--- config.mk ---
export PLATFORM = sky130hd
export DESIGN_NAME = fat_timestamp_calendar_clock_core
export DESIGN_NICKNAME = d
export VERILOG_FILES = /design/src/rtl/fat_tcc_pkg.sv /design/src/rtl/fat_tcc_next.sv /design/src/rtl/fat_timestamp_calendar_clock_core.sv
export VERILOG_INCLUDE_DIRS = /design/src /design/src/rtl
export SDC_FILE = /design/constraint.sdc
export NUM_CORES = 1
export LEC_CHECK = 0
export ABC_AREA = 1
export ABC_CLOCK_PERIOD_IN_PS = 5220
export BUFFER_PORTS_ARGS = -buffer_cell sky130_fd_sc_hd__buf_2
export CAP_MARGIN = 15
export CORE_MARGIN = 8
export CORE_UTILIZATION = 40
export CTS_CLUSTER_DIAMETER = 60
export DETAILED_ROUTE_END_ITERATION = 10
export PLACE_DENSITY_LB_ADDON = 0.05
export SLEW_MARGIN = 10
export SYNTH_ARGS = -nofsm -noshare
export SYNTH_HDL_FRONTEND = slang
export SYNTH_SLANG_ARGS = --single-unit
--- constraint.sdc ---
create_clock -name clk -period 5.22 [get_ports clk]
set_clock_uncertainty 0.2 [all_clocks]
set_input_delay 0.261 -clock clk [delete_from_list [all_inputs] [get_ports clk]]
set_output_delay 0.261 -clock clk [all_outputs]
set_load 0.02 [all_outputs]
--- src/rtl/fat_timestamp_calendar_clock_core_defines.svh ---
// Assertion macros shared by the FAT timestamp calendar clock RTL.
// Needs nothing else; files that check their own logic include this header.
`ifndef FAT_TIMESTAMP_CALENDAR_CLOCK_CORE_DEFINES_SVH
`define FAT_TIMESTAMP_CALENDAR_CLOCK_CORE_DEFINES_SVH

// Same-cycle implication, checked outside of reset.
`define FAT_TCC_ASSERT_NOW(label, clk, rst_n, ante, cons, msg) \
    label: assert property (@(posedge clk) disable iff (!rst_n) (ante) |-> (cons)) \
        else $error(msg);

// Next-cycle implication, checked outside of reset.
`define FAT_TCC_ASSERT_NEXT(label, clk, rst_n, ante, cons, msg) \
    label: assert property (@(posedge clk) disable iff (!rst_n) (ante) |=> (cons)) \
        else $error(msg);

`endif

--- src/rtl/fat_tcc_pkg.sv ---
// Types and constants for the FAT timestamp calendar clock.
// Used by fat_tcc_next and fat_timestamp_calendar_clock_core; depends on nothing.
`timescale 1ns / 1ps

package fat_tcc_pkg;

    typedef enum logic {
        OP_TICK = 1'b0,
        OP_SET  = 1'b1
    } op_t;

    // Field order matches the FAT time word, so the struct is the word itself.
    typedef struct packed {
        logic [6:0] year_offset;
        logic [3:0] month_number;
        logic [4:0] day_of_month;
        logic [4:0] hour_count;
        logic [5:0] minute_count;
        logic [4:0] two_second_count;
    } cal_t;

    localparam logic [4:0] TwoSecPerMin  = 5'd30;
    localparam logic [5:0] MinPerHour    = 6'd60;
    localparam logic [4:0] HourPerDay    = 5'd24;
    localparam logic [3:0] MonthPastEnd  = 4'd13;
    localparam logic [3:0] MonthFeb      = 4'd2;
    localparam logic [6:0] NoLeapOffset  = 7'd120;
    // The low seven bits of 1980; the year offset is taken modulo 128.
    localparam logic [6:0] BaseYearLow   = 7'(1980 % 128);

    // Days in a month for a non-leap year; codes with no month count as 31.
    function automatic logic [4:0] month_days(input logic [3:0] month);
        logic [4:0] days;
        case (month)
            4'd2:    days = 5'd28;
            4'd4:    days = 5'd30;
            4'd6:    days = 5'd30;
            4'd9:    days = 5'd30;
            4'd11:   days = 5'd30;
            default: days = 5'd31;
        endcase
        return days;
    endfunction

endpackage

--- src/rtl/fat_tcc_next.sv ---
// Next calendar state: a two-second tick with carries, or a direct load.
// Depends on fat_tcc_pkg.
`timescale 1ns / 1ps

module fat_tcc_next
    import fat_tcc_pkg::*;
(
    input  cal_t       cur,
    input  op_t        operation,
    input  logic [11:0] set_year,
    input  logic [3:0] set_month,
    input  logic [4:0] set_day,
    input  logic [4:0] set_hour,
    input  logic [5:0] set_minute,
    input  logic [5:0] set_second,
    output cal_t       nxt
);

    cal_t       tick_val;
    cal_t       load_val;
    logic       leap;
    logic [4:0] dim;

    always_comb
    begin
        tick_val = cur;

        tick_val.two_second_count = cur.two_second_count + 5'd1;
        if (tick_val.two_second_count == TwoSecPerMin)
        begin
            tick_val.two_second_count = '0;
            tick_val.minute_count     = cur.minute_count + 6'd1;
        end

        // Each carry test checks the field, so a load of minute 60, hour 24,
        // month 13 or a bad day rolls over on a tick with no incoming carry.
        if (tick_val.minute_count == MinPerHour)
        begin
            tick_val.minute_count = '0;
            tick_val.hour_count   = cur.hour_count + 5'd1;
        end

        if (tick_val.hour_count == HourPerDay)
        begin
            tick_val.hour_count   = '0;
            tick_val.day_of_month = cur.day_of_month + 5'd1;
        end

        if ((tick_val.day_of_month == '0) || (tick_val.day_of_month > dim))
        begin
            tick_val.day_of_month = 5'd1;
            tick_val.month_number = cur.month_number + 4'd1;
        end

        if (tick_val.month_number == MonthPastEnd)
        begin
            tick_val.month_number = 4'd1;
            tick_val.year_offset  = cur.year_offset + 7'd1;
        end
    end

    // Month and year never change before the day check, so the month length
    // comes straight from the current state.
    assign leap = (cur.year_offset[1:0] == 2'b00) && (cur.year_offset != NoLeapOffset);
    assign dim  = ((cur.month_number == MonthFeb) && leap) ? 5'd29
                                                          : month_days(cur.month_number);

    always_comb
    begin
        load_val.year_offset      = set_year[6:0] - BaseYearLow;
        load_val.month_number     = set_month;
        load_val.day_of_month     = set_day;
        load_val.hour_count       = set_hour;
        load_val.minute_count     = set_minute;
        load_val.two_second_count = set_second[5:1];
    end

    assign nxt = (operation == OP_SET) ? load_val : tick_val;

endmodule

--- src/rtl/fat_timestamp_calendar_clock_core.sv ---
// A beat is captured in the input stage; its result is then registered in the calendar state.
// Throughput: one beat per cycle, with no gaps, as long as out_ready stays high.
// The limit is the single calendar update (fat_tcc_next) between input and state.
// Reset clears the stage and result valid flags and all calendar fields to zero.
// Depends on fat_tcc_pkg, fat_tcc_next and the assertion macro header.
`timescale 1ns / 1ps
`include "fat_timestamp_calendar_clock_core_defines.svh"

module fat_timestamp_calendar_clock_core
    import fat_tcc_pkg::*;
(
    input  logic        clk,
    input  logic        rst_n,
    input  logic        in_valid,
    output logic        in_ready,
    input  logic        operation,
    input  logic [11:0] set_year,
    input  logic [3:0]  set_month,
    input  logic [4:0]  set_day,
    input  logic [4:0]  set_hour,
    input  logic [5:0]  set_minute,
    input  logic [5:0]  set_second,
    output logic        out_valid,
    input  logic        out_ready,
    output logic [31:0] packed_time
);

    // The design has two register stages. The input stage captures one beat.
    // The calendar state register doubles as the result register: every beat
    // produces exactly one result, which is the packed state after the update,
    // so the state is only written when the result slot is free to take it.

    logic        stage_valid_reg;
    op_t         stage_op_reg;
    logic [11:0] stage_year_reg;
    logic [3:0]  stage_month_reg;
    logic [4:0]  stage_day_reg;
    logic [4:0]  stage_hour_reg;
    logic [5:0]  stage_minute_reg;
    logic [5:0]  stage_second_reg;

    cal_t        cal_reg;
    cal_t        cal_next;
    logic        out_valid_reg;

    logic        advance;
    logic        in_fire;

    // A staged beat moves into the result register when the result slot is
    // empty or its current result is being taken in this same cycle.
    assign advance  = stage_valid_reg && (!out_valid_reg || out_ready);
    assign in_ready = !stage_valid_reg || advance;
    assign in_fire  = in_valid && in_ready;

    always_ff @(posedge clk or negedge rst_n)
    begin
        if (!rst_n)
        begin
            stage_valid_reg <= 1'b0;
        end
        else if (in_ready)
        begin
            stage_valid_reg <= in_valid;
        end
    end

    // Payload of the input stage needs no reset.
    always_ff @(posedge clk)
    begin
        if (in_fire)
        begin
            stage_op_reg     <= op_t'(operation);
            stage_year_reg   <= set_year;
            stage_month_reg  <= set_month;
            stage_day_reg    <= set_day;
            stage_hour_reg   <= set_hour;
            stage_minute_reg <= set_minute;
            stage_second_reg <= set_second;
        end
    end

    fat_tcc_next u_next (
        .cur        (cal_reg),
        .operation  (stage_op_reg),
        .set_year   (stage_year_reg),
        .set_month  (stage_month_reg),
        .set_day    (stage_day_reg),
        .set_hour   (stage_hour_reg),
        .set_minute (stage_minute_reg),
        .set_second (stage_second_reg),
        .nxt        (cal_next)
    );

    // The calendar is architectural state, so it is reset to all zeros.
    always_ff @(posedge clk or negedge rst_n)
    begin
        if (!rst_n)
        begin
            cal_reg       <= '0;
            out_valid_reg <= 1'b0;
        end
        else
        begin
            if (advance)
            begin
                cal_reg <= cal_next;
            end
            if (advance)
            begin
                out_valid_reg <= 1'b1;
            end
            else if (out_ready)
            begin
                out_valid_reg <= 1'b0;
            end
        end
    end

    assign out_valid   = out_valid_reg;
    assign packed_time = cal_reg;

    `FAT_TCC_ASSERT_NEXT(a_advance_gives_result, clk, rst_n,
        advance, out_valid_reg, "staged beat did not produce a result")
    `FAT_TCC_ASSERT_NEXT(a_state_holds_while_waiting, clk, rst_n,
        out_valid_reg && !out_ready, $stable(cal_reg), "calendar moved under a pending result")
    `FAT_TCC_ASSERT_NEXT(a_stage_not_dropped, clk, rst_n,
        stage_valid_reg && !advance, stage_valid_reg, "staged beat lost before it advanced")
    `FAT_TCC_ASSERT_NOW(a_ready_when_empty, clk, rst_n,
        !stage_valid_reg, in_ready, "input stage empty but not ready")

endmodule
==> results of run 1 <==
[critical path, delay by kind of cell (launching register included)]
kind            cells  cell delay [ps]
buf+inv             3              330
flops               1              480
compound gates      1               60
simple gates       24             2940
fa+ha+maj           2              560
[through the flow]
step                utilization [%]  cells  instance area, sq um
floorplan                         -    451                  3940
global placement               45.4    641                  4400
detailed placement             45.4    641                  4400
CTS                            51.1    694                  4950
global route                   51.1    694                  4950
finish                         51.1    694                  4950
[power by group]
| group | switching [mW] | total [mW] | internal [mW] | leakage, nW |
|---|---|---|---|---|
| registers | 0.173 | 0.861 | 0.688 | 0.723 |
| logic | 0.831 | 1.29 | 0.462 | 1.54 |
| clock network | 0.202 | 0.400 | 0.198 | 0.0867 |
| total | 1.21 | 2.55 | 1.35 | 2.35 |
[logic make-up after synthesis]
family | count (synthesis)
buf+inv | 64
flops | 67
xor+xnor | 14
compound gates | 63
simple gates | 230
fa+ha+maj | 13
[metal layers]
layer	vias to the layer above	routed length, um	part of all wire (%)	GRT usage, %
met1	1623	4520	44	19.1
li1	1731	-	-	-
met2	55	5010	49	28.0
met5	-	0	0	0
met3	16	451	4.4	5.46
met4	0	182	1.8	6.13
[cells in the final DEF (no fill, tap or decap), drive strengths merged, types with 2 or more instances in the layout]
| cell type | Yosys | layout |
|---|---|---|
| xnor2 | 3 | 3 |
| nor3 | 3 | 3 |
| nand4 | 7 | 7 |
| edfxtp | 33 | 33 |
| a22oi | 11 | 11 |
| nand2 | 112 | 112 |
| ha | 13 | 13 |
| a21oi | 26 | 26 |
| or2 | 2 | 2 |
| nor2 | 39 | 39 |
| xor2 | 11 | 11 |
| clkbuf | 11 | 14 |
| o21ai | 15 | 15 |
| clkinv | 1 | 2 |
| o22ai | 8 | 8 |
| dlygate4sd3 | 0 | 37 |
| nand3b | 4 | 4 |
| inv | 47 | 47 |
| buf | 5 | 73 |
| nand3 | 63 | 63 |
| dfrtp | 34 | 34 |
[layout make-up]
cell class | count | area, sq um | area share [%]
inverters | 48 | 180 | 3.64
well taps | 133 | 166 | 3.36
clock buffers | 14 | 163 | 3.28
flip-flops and latches | 67 | 1840 | 37.2
multi-input cells | 320 | 1850 | 37.3
clock inverters | 2 | 12.5 | 0.253
repair buffers | 110 | 743 | 15.0
[timing repair]
action | CTS | global route
hold buffers | 37 | 0
endpoints found under the setup margin | 0 | 7
gates resized for setup | 0 | 1
endpoints found under the hold margin | 69 | 0
[how the worst max path moves through the flow]
stage                     slack [ps]  depth (start not counted)               to
final                            510                         30  packed_time[30]
after global routing              50                         28  packed_time[31]
after CTS                        390                         29  packed_time[30]
after detailed placement         420                         29  packed_time[30]
after global placement           460                         29  packed_time[30]
after floorplan                 1100                         32  packed_time[25]
==> summary.md, run 1 <==
| Metric | Value |
|---|---|
| Status | finished, final reports clean |
| Tot GR Track Use | 16.6% |
| Layout cell share with drive strength beyond 1 | 24.1% |
| Initial Util | 40.7% |
| First-pass GRT wire length | 17.1 mm |
| Worst-Skew Late Latency | 370 ps |
| Largest net degree at the start of global routing | 39 |
| IO Pins | 77 |
| Number of buffers added for setup after CTS | 0 |
| Peak supply drop | 214 uV |
| FF-to-FF setup slack | 510 ps |
| Maximum root-to-sink buffer count | 2 |
| Final worst path period need | 4710 ps |
| Drc violations | 0 |
| Ratio of final minimum period to clock period | 90.3% |
| Antenna cells | 0 |
| Worst-Margin Slew | 1080 ps |
| Setup TNS | 0 ps |
| Most numerous cell in the Yosys netlist | nand2_1 |
| Syn Nets | 507 |
| Crit-path max FO | 14 |
| Grt ovf | 0 |
| Crit-path max cell delay | 480 ps |
| Leakage | 2.35 nW |
| Row count | 36 |
| Hold depth | 2 |
| Vias in the first global route | 3501 |
| Place WS | 415 ps |
| RePlAce Congestion | 0.822 |
| CTS Sinks | 67 |
| Level count of the clock H-tree | 3 |
| Simple-Gate Fraction of Synth Area | 29.9% |
| Wire length per cell | 14.6 um |
| Hold Crit Class | reg -> reg |
| Area Growth Syn to Fin | 25.6% |
| TritonRoute pass-1 iters | 4 |
| Vias per Instance | 4.94 |
| Post-route worst setup slack | 506 ps |
| RSZ-0062 raised after global routing | false |
| Final Max Tran Viols | 0 |
| Layout Nets | 612 |
| Initial antenna violation count | 0 |
| Reg2reg path depth | 30 |
| CP endpoint kind | flip-flop |
| Netlist Area Pre-Place | 3940 sq um |
| Port Buffer Count | 70 |
| Top FF cell, synth | dfrtp_1 |
| RR Startpoint | packed_time[0] |
| Final setup violation count | 0 |
| Yosys top cell area share | 25.1% |
| Rel. slew slack | 27.9% |
| Worst Setup SP | packed_time[0] |
| FMAX | 212 MHz |
| Reg-to-Reg End | packed_time[30] |
| Total power | 2.55 mW |
| Routed wire length | 10.2 mm |
| Syn Area/Cell | 8.74 sq um |
| CP Class | reg -> reg |
| Worst path slowest cell | dfrtp_1 |
| Reg clk slew, reported paths | 80 ps |
| Initial DRC count | 205 |
| Largest family of logic cells by synthesized area | simple AND/OR/NAND/NOR gates |
| Via count | 3425 |
| Die X-Extent | 115 um |
| Fill count | 931 |
| Hold Vio Cnt, Final | 0 |
| Min-delay src | stage_day_reg[0] |
| Post-synthesis adder-cell area fraction | 4.12% |
| Dpl hpwl | 6.59 mm |
| Max-cap violations | 0 |
| Mux share of post-synthesis cell area | 0% |
| Hold Path Sink | packed_time[16] |
| Post-synth ARST share | 50.7% |
| Cell taking the most area after synthesis | edfxtp_1 |
| Clock root cell | clkbuf_8 |
| Critical Path AT | 4760 ps |
| TritonCTS clock tree | built |
| Synth Area in XOR/XNOR | 3.11% |
| Most frequent CP cell | nand2_1 |
| Compound-Gate Fraction of Synth Area | 9.45% |
| Fin Hold WS | 304 ps |
| Setup crit start kind | flip-flop |
| EDFF count, synth | 33 |
| Die footprint | 13300 sq um |
| Antenna viol nets, final | 0 |
| Power Density | 515 nW/um^2 |
| Sequential share of the synthesized area | 46.7% |
| Synth Register Bits | 67 |
| Die Y | 115 um |
| Worst Path Required | 5270 ps |
| Max FFs per register | 32 |
| CTS buffer count | 9 |
| Distinct cells, synth | 33 |
| Post-synthesis instance total | 451 |
| Top cells by count, synth | nand2_1, nand3_1, inv_1 |
| CORE AREA | 9680 sq um |
| Ys Warns | 0 |
| Cells taking the most area after synthesis | edfxtp_1, dfrtp_1, nand2_1 |
No activity file was read; power rests on OpenSTA's default activity.
==> run 2, diff against run 1 <==
- CORE_UTILIZATION: 40 -> 50
- GPL_TIMING_DRIVEN: default -> 0
==> run 2 against run 1 <==
Clock power is essentially flat. Largest cell class is now registers. Final cell count decreased by 2.7%. Highest routed layer unchanged. Flip-flop and latch count is the same. Critical path depth unchanged. Die area shrank 17%. Combinational power up 3%. Sequential power fell by 2%. Sequential share of layout area down 0.066 points. Core utilization is 13 points higher. Total power grew 0.76%. Critical path type unchanged. Setup slack better by 130 ps. Cell area rose by 0.18%.
==> summary.md, run 2 (same netlist as run 1, synthesis figures left out) <==
| Metric | Value |
|---|---|
| Critical Path AT | 4610 ps (-150 ps) |
| Via count | 3515 (+2.6%) |
| Area Growth Syn to Fin | 25.8% |
| Worst path slowest cell | dfrtp_1 |
| Clock root cell | clkbuf_8 |
| Antenna viol nets, final | 0 (unchanged) |
| Worst-Margin Slew | 855 ps (-225 ps) |
| CTS Sinks | 67 (unchanged) |
| TritonRoute pass-1 iters | 4 (unchanged) |
| Crit-path max cell delay | 490 ps (about the same) |
| TritonCTS clock tree | built |
| Level count of the clock H-tree | 3 (unchanged) |
| Fill count | 677 (-27%) |
| Vias in the first global route | 3428 (-2.1%) |
| Vias per Instance | 5.21 (+5.5%) |
| Most common cell after layout, fill and taps aside | nand2_1 |
| Initial DRC count | 189 (-7.8%) |
| Leakage | 2.36 nW (+0.64%) |
| Die Y | 105 um (-9.1%) |
| Final setup violation count | 0 (unchanged) |
| Tot GR Track Use | 19.0% (+2.4 points) |
| Peak supply drop | 251 uV (+17%) |
| Resize count post-CTS | 0 (unchanged) |
| CTS buffer count | 9 (unchanged) |
| Hold Crit Class | reg -> reg |
| RePlAce Congestion | 0.880 (+7.0%) |
| RSZ-0062 raised after global routing | false |
| First-pass GRT wire length | 16.9 mm (-1.5%) |
| Initial Util | 51.3% (+11 points) |
| Initial antenna violation count | 0 (unchanged) |
| FMAX | 218 MHz (+2.9%) |
| Fin Hold WS | 315 ps (+10.2 ps) |
| Worst-Skew Late Latency | 340 ps (-30 ps) |
| CORE AREA | 7690 sq um (-21%) |
| Setup crit start kind | flip-flop |
| Grt ovf | 0 (unchanged) |
| Final worst path period need | 4580 ps (-132 ps) |
| Die X-Extent | 105 um (-9.1%) |
| Largest net degree at the start of global routing | 35 (-10%) |
| Ratio of final minimum period to clock period | 87.8% (-2.5 points) |
| Hold Vio Cnt, Final | 0 (unchanged) |
| Wire length per cell | 15.2 um (+4.1%) |
| Power Density | 518 nW/um^2 (+0.58%) |
| Rel. slew slack | 43.0% (+15 points) |
| Most frequent cells in the layout | nand2_1, buf_2, nand3_1 |
| Setup TNS | 0 ps (unchanged) |
| Port Buffer Count | 70 (unchanged) |
| Layout Nets | 624 (+2.0%) |
| Maximum root-to-sink buffer count | 2 (unchanged) |
| Layout cell share with drive strength beyond 1 | 24.1% (about the same) |
| Reg clk slew, reported paths | 80 ps (about the same) |
| Max FFs per register | 32 (unchanged) |
| CP Class | reg -> reg |
| CP endpoint kind | flip-flop |
| Most frequent CP cell | nand2_1 |
| Dpl hpwl | 7.01 mm (+6.3%) |
| IO Pins | 77 (unchanged) |
| Die footprint | 11000 sq um (-17%) |
| Final Max Tran Viols | 0 (unchanged) |
| Routed wire length | 10.3 mm (+1.2%) |
| Post-route worst setup slack | 638 ps (+132 ps) |
| Worst Path Required | 5250 ps (-20 ps) |
| Crit-path max FO | 10 (-4) |
| Row count | 32 (-11%) |
| Antenna cells | 0 (unchanged) |
| Final core occ | 64.6% (+13 points) |
| Max-cap violations | 0 (unchanged) |
| Place WS | 687 ps (+272 ps) |
| Status | finished, final reports clean |
| Drc violations | 0 (unchanged) |
## run 2: changes by cell type in the layout (fill, tap and decap cells not counted)
cell,before,now
inv_1,41,40
nand3_2,1,2
clkinv_2,1,2
buf_6,0,3
buf_1,0,2
buf_4,3,0
clkbuf_1,3,12
inv_2,6,7
dlygate4sd3_1,37,36
clkinvlp_4,1,2
nand3_4,3,2
## run 2: critical path, delay by kind of cell, from the launching register on
family	cells	cell delay [ps]
and+or+nand+nor	26	2890
adders and majority gates	2	550
DFF	1	490
buffers and inverters	2	330
## run 2: per-layer routing
layer  wire length, um  vias up  global-route usage [%]
li1                  -     1751                       -
met1              4440     1645                    24.2
met2              4970      110                    31.3
met3               778        9                    4.18
met4               101        0                    5.81
met5                 0        -                       0
## run 2: what timing repair did
item,4_1_cts,5_1_grt
endpoints found under the hold margin,69,0
setup buffers,0,0
hold buffers,36,0
## run 2: report_power, final
group	internal (mW)	total, mW	switching [mW]	leakage, nW
Combinational	0.472	1.33	0.854	1.55
Clock	0.197	0.399	0.202	0.0884
Sequential	0.688	0.847	0.159	0.723
Total	1.36	2.57	1.22	2.36
## run 2: cell type report
cell class | instances | area [sq um] | area share [%]
Clock buffer | 12 | 155 | 3.13
Tap cell | 102 | 128 | 2.57
Sequential cell | 67 | 1840 | 37.1
Clock inverter | 4 | 25.0 | 0.504
Multi-Input combinational cell | 320 | 1840 | 37.1
Inverter | 48 | 180 | 3.63
Buffer | 16 | 82.6 | 1.66
Timing Repair Buffer | 106 | 711 | 14.3
## run 2: per-stage QoR
stage,instance area (sq um),cells,total power [mW]
after floorplan,3940,451,1.82
after detailed placement,4420,623,2.16
after global routing,4960,675,2.77
after global placement,4420,623,2.14
after CTS,4960,675,2.58
final,4960,675,2.57
## run 2: worst paths after layout
check                                 from         endpoint  slack [ps]  cells after the start
min in group asynchronous            rst_n   packed_time[2]         380                      2
max in group asynchronous            rst_n  packed_time[19]        3900                      2
hold / removal             packed_time[31]  packed_time[31]         310                      2
setup reg to reg            packed_time[0]  packed_time[25]         640                     30
setup / recovery            packed_time[0]  packed_time[25]         640                     30
hold reg to reg            packed_time[31]  packed_time[31]         310                      2
==> run 3, diff against run 2 <==
- SYNTH_HIERARCHICAL: default -> 1
==> run 3 against run 2 <==
Setup slack lost 96 ps. Final cell count grew 7.6%. Clock power is essentially flat.
==> summary.md, run 3 <==
| Metric | Value |
|---|---|
| Crit-path max FO | 10 (unchanged) |
| Layout Cells excl Fill | 726 (+7.6%) |
| Vias per Instance | 5.11 (-1.9%) |
| Port Buffer Count | 70 (unchanged) |
| Level count of the clock H-tree | 3 (unchanged) |
| Final setup violation count | 0 (unchanged) |
| Status | finished, final reports clean |
| Layout Nets | 672 (+7.7%) |
| Post-route worst setup slack | 543 ps (-95.6 ps) |
| Worst-Margin Slew | 862 ps (+6.63 ps) |
| RePlAce Congestion | 0.877 (-0.32%) |
| Row count | 33 (+3.1%) |
| Peak supply drop | 252 uV (+0.52%) |
| Rel. slew slack | 42.5% (-0.44 points) |
| Wire length per cell | 14.5 um (-4.7%) |
| Reg-to-Reg End | packed_time[29] |
| TritonRoute pass-1 iters | 5 (+1) |
| CTS buffer count | 9 (unchanged) |
| Crit-path max cell delay | 480 ps (about the same) |
| Ratio of final minimum period to clock period | 89.6% (+1.8 points) |
| Antenna viol nets, final | 0 (unchanged) |
| FF+latch area | 1840 sq um (unchanged) |
| Multi-input logic area | 2000 sq um (+8.8%) |
| CTS Sinks | 67 (unchanged) |
| Reg clk slew, reported paths | 80 ps (about the same) |
| Critical Path AT | 4720 ps (+110 ps) |
| Maximum root-to-sink buffer count | 2 (unchanged) |
| Vias in the first global route | 3587 (+4.6%) |
| Most frequent cells in the layout | nand2_1, nand3_1, buf_2 |
| Clock root cell | clkbuf_8 |
| Routed wire length | 10.6 mm (+2.5%) |
| Post-synthesis instance total | 500 (+11%) |
| CP Class | reg -> reg |
| Reg2reg path depth | 32 (+6.7%) |
| Antenna cells | 0 (unchanged) |
| Die footprint | 11400 sq um (+3.8%) |
| Worst Path Required | 5260 ps (about the same) |
| Power Density | 449 nW/um^2 (-13%) |
| FMAX | 214 MHz (-2.0%) |
| Leakage | 2.61 nW (+10%) |
| Setup TNS | 0 ps (unchanged) |
| Tot GR Track Use | 19.1% (+0.17 points) |
| Hold Vio Cnt, Final | 0 (unchanged) |
| Final core occ | 63.4% (-1.1 points) |
| Layout cell share with drive strength beyond 1 | 22.2% (-1.9 points) |
| Via count | 3708 (+5.5%) |
| Min-delay src | out_ready |
| Max-cap violations | 0 (unchanged) |
| Die X-Extent | 107 um (+1.9%) |
| Initial Util | 50.9% (-0.39 points) |
| Dpl hpwl | 7.27 mm (+3.7%) |
| Most frequent CP cell | nand2_1 |
| Hold Crit Class | in -> reg |
| Area Growth Syn to Fin | 24.6% |
| CP endpoint kind | flip-flop |
| Drc violations | 0 (unchanged) |
| Fin Hold WS | 77.2 ps (-237 ps) |
| RR Startpoint | packed_time[0] |
| Initial antenna violation count | 0 (unchanged) |
| Design Area, Final | 5130 sq um (+3.5%) |
| Largest net degree at the start of global routing | 35 (unchanged) |
| Resize count post-CTS | 0 (unchanged) |
| Netlist Area Pre-Place | 4120 sq um (+4.5%) |
| Total power | 2.30 mW (-10%) |
| Worst path slowest cell | dfrtp_1 |
| Syn Nets | 556 (+9.7%) |
| Grt ovf | 0 (unchanged) |
| Fill count | 705 (+4.1%) |
| Place WS | 597 ps (-89.8 ps) |
| RSZ-0062 raised after global routing | false |
| Placed cell areas | 4600 sq um (+4.1%) |
| Initial DRC count | 180 (-4.8%) |
| Hold Path Sink | stage_valid_reg |
| Final Max Tran Viols | 0 (unchanged) |
| Final worst path period need | 4680 ps (+95.6 ps) |
| Hold depth | 4 (+2) |
| First-pass GRT wire length | 17.5 mm (+3.6%) |
| Number of buffers added for setup after CTS | 0 (unchanged) |
| Ys Warns | 6 (+6) |
| Die Y | 107 um (+1.9%) |
| FF-to-FF setup slack | 540 ps (-100 ps) |
| TritonCTS clock tree | built |
| Worst-Skew Late Latency | 340 ps (about the same) |
| CORE AREA | 8090 sq um (+5.3%) |
| IO Pins | 77 (unchanged) |
| Setup crit start kind | flip-flop |
| Syn Area/Cell | 8.24 sq um (-5.8%) |
| Max FFs per register | 32 (unchanged) |
| Most common cell after layout, fill and taps aside | nand2_1 |
| Placed Cells | 675 (+8.3%) |
-- run 3: cell type report --
cell class	instances	share of cell area, %
plain buffers	18	2.32
clock inverters	7	1.12
inverters	42	3.07
multi-input cells	373	39.0
clock buffers	9	2.41
repair buffers	105	13.6
well taps	105	2.56
flip-flops and latches	67	35.9
-- run 3: timing repair --
item	4_1_cts	5_1_grt
hold endpoints to repair	68	0
hold buffers	35	0
endpoints found under the setup margin	0	0
-- run 3: power breakdown --
group / internal (mW) / leakage [nW] / switching (mW) / total, mW
sequential: 0.672 / 0.746 / 0.162 / 0.834
combinational: 0.385 / 1.78 / 0.685 / 1.07
clock: 0.179 / 0.0833 / 0.223 / 0.402
total: 1.24 / 2.61 / 1.07 / 2.30
-- run 3: metal layers --
layer / GRT usage, % / part of all wire [%]
met1: 24.4 / 46
met2: 31.2 / 48
met3: 4.86 / 5.3
met4: 5.63 / 1.1
met5: 0 / 0
-- run 3: worst max-delay path by stage --
stage                               from               to  cells after the start
after global routing      packed_time[0]  packed_time[31]                     33
after floorplan           packed_time[0]  packed_time[27]                     33
after detailed placement  packed_time[0]  packed_time[29]                     32
after CTS                 packed_time[0]  packed_time[29]                     32
after global placement    packed_time[0]  packed_time[27]                     32
final                     packed_time[0]  packed_time[29]                     32
-- run 3: critical path, delay by kind of cell, from the launching register on --
family | cells | cell delay (ps)
AOI/OAI and AO/OA | 2 | 260
adders and majority gates | 2 | 600
buffers and inverters | 2 | 210
DFF | 1 | 480
and+or+nand+nor | 26 | 2840
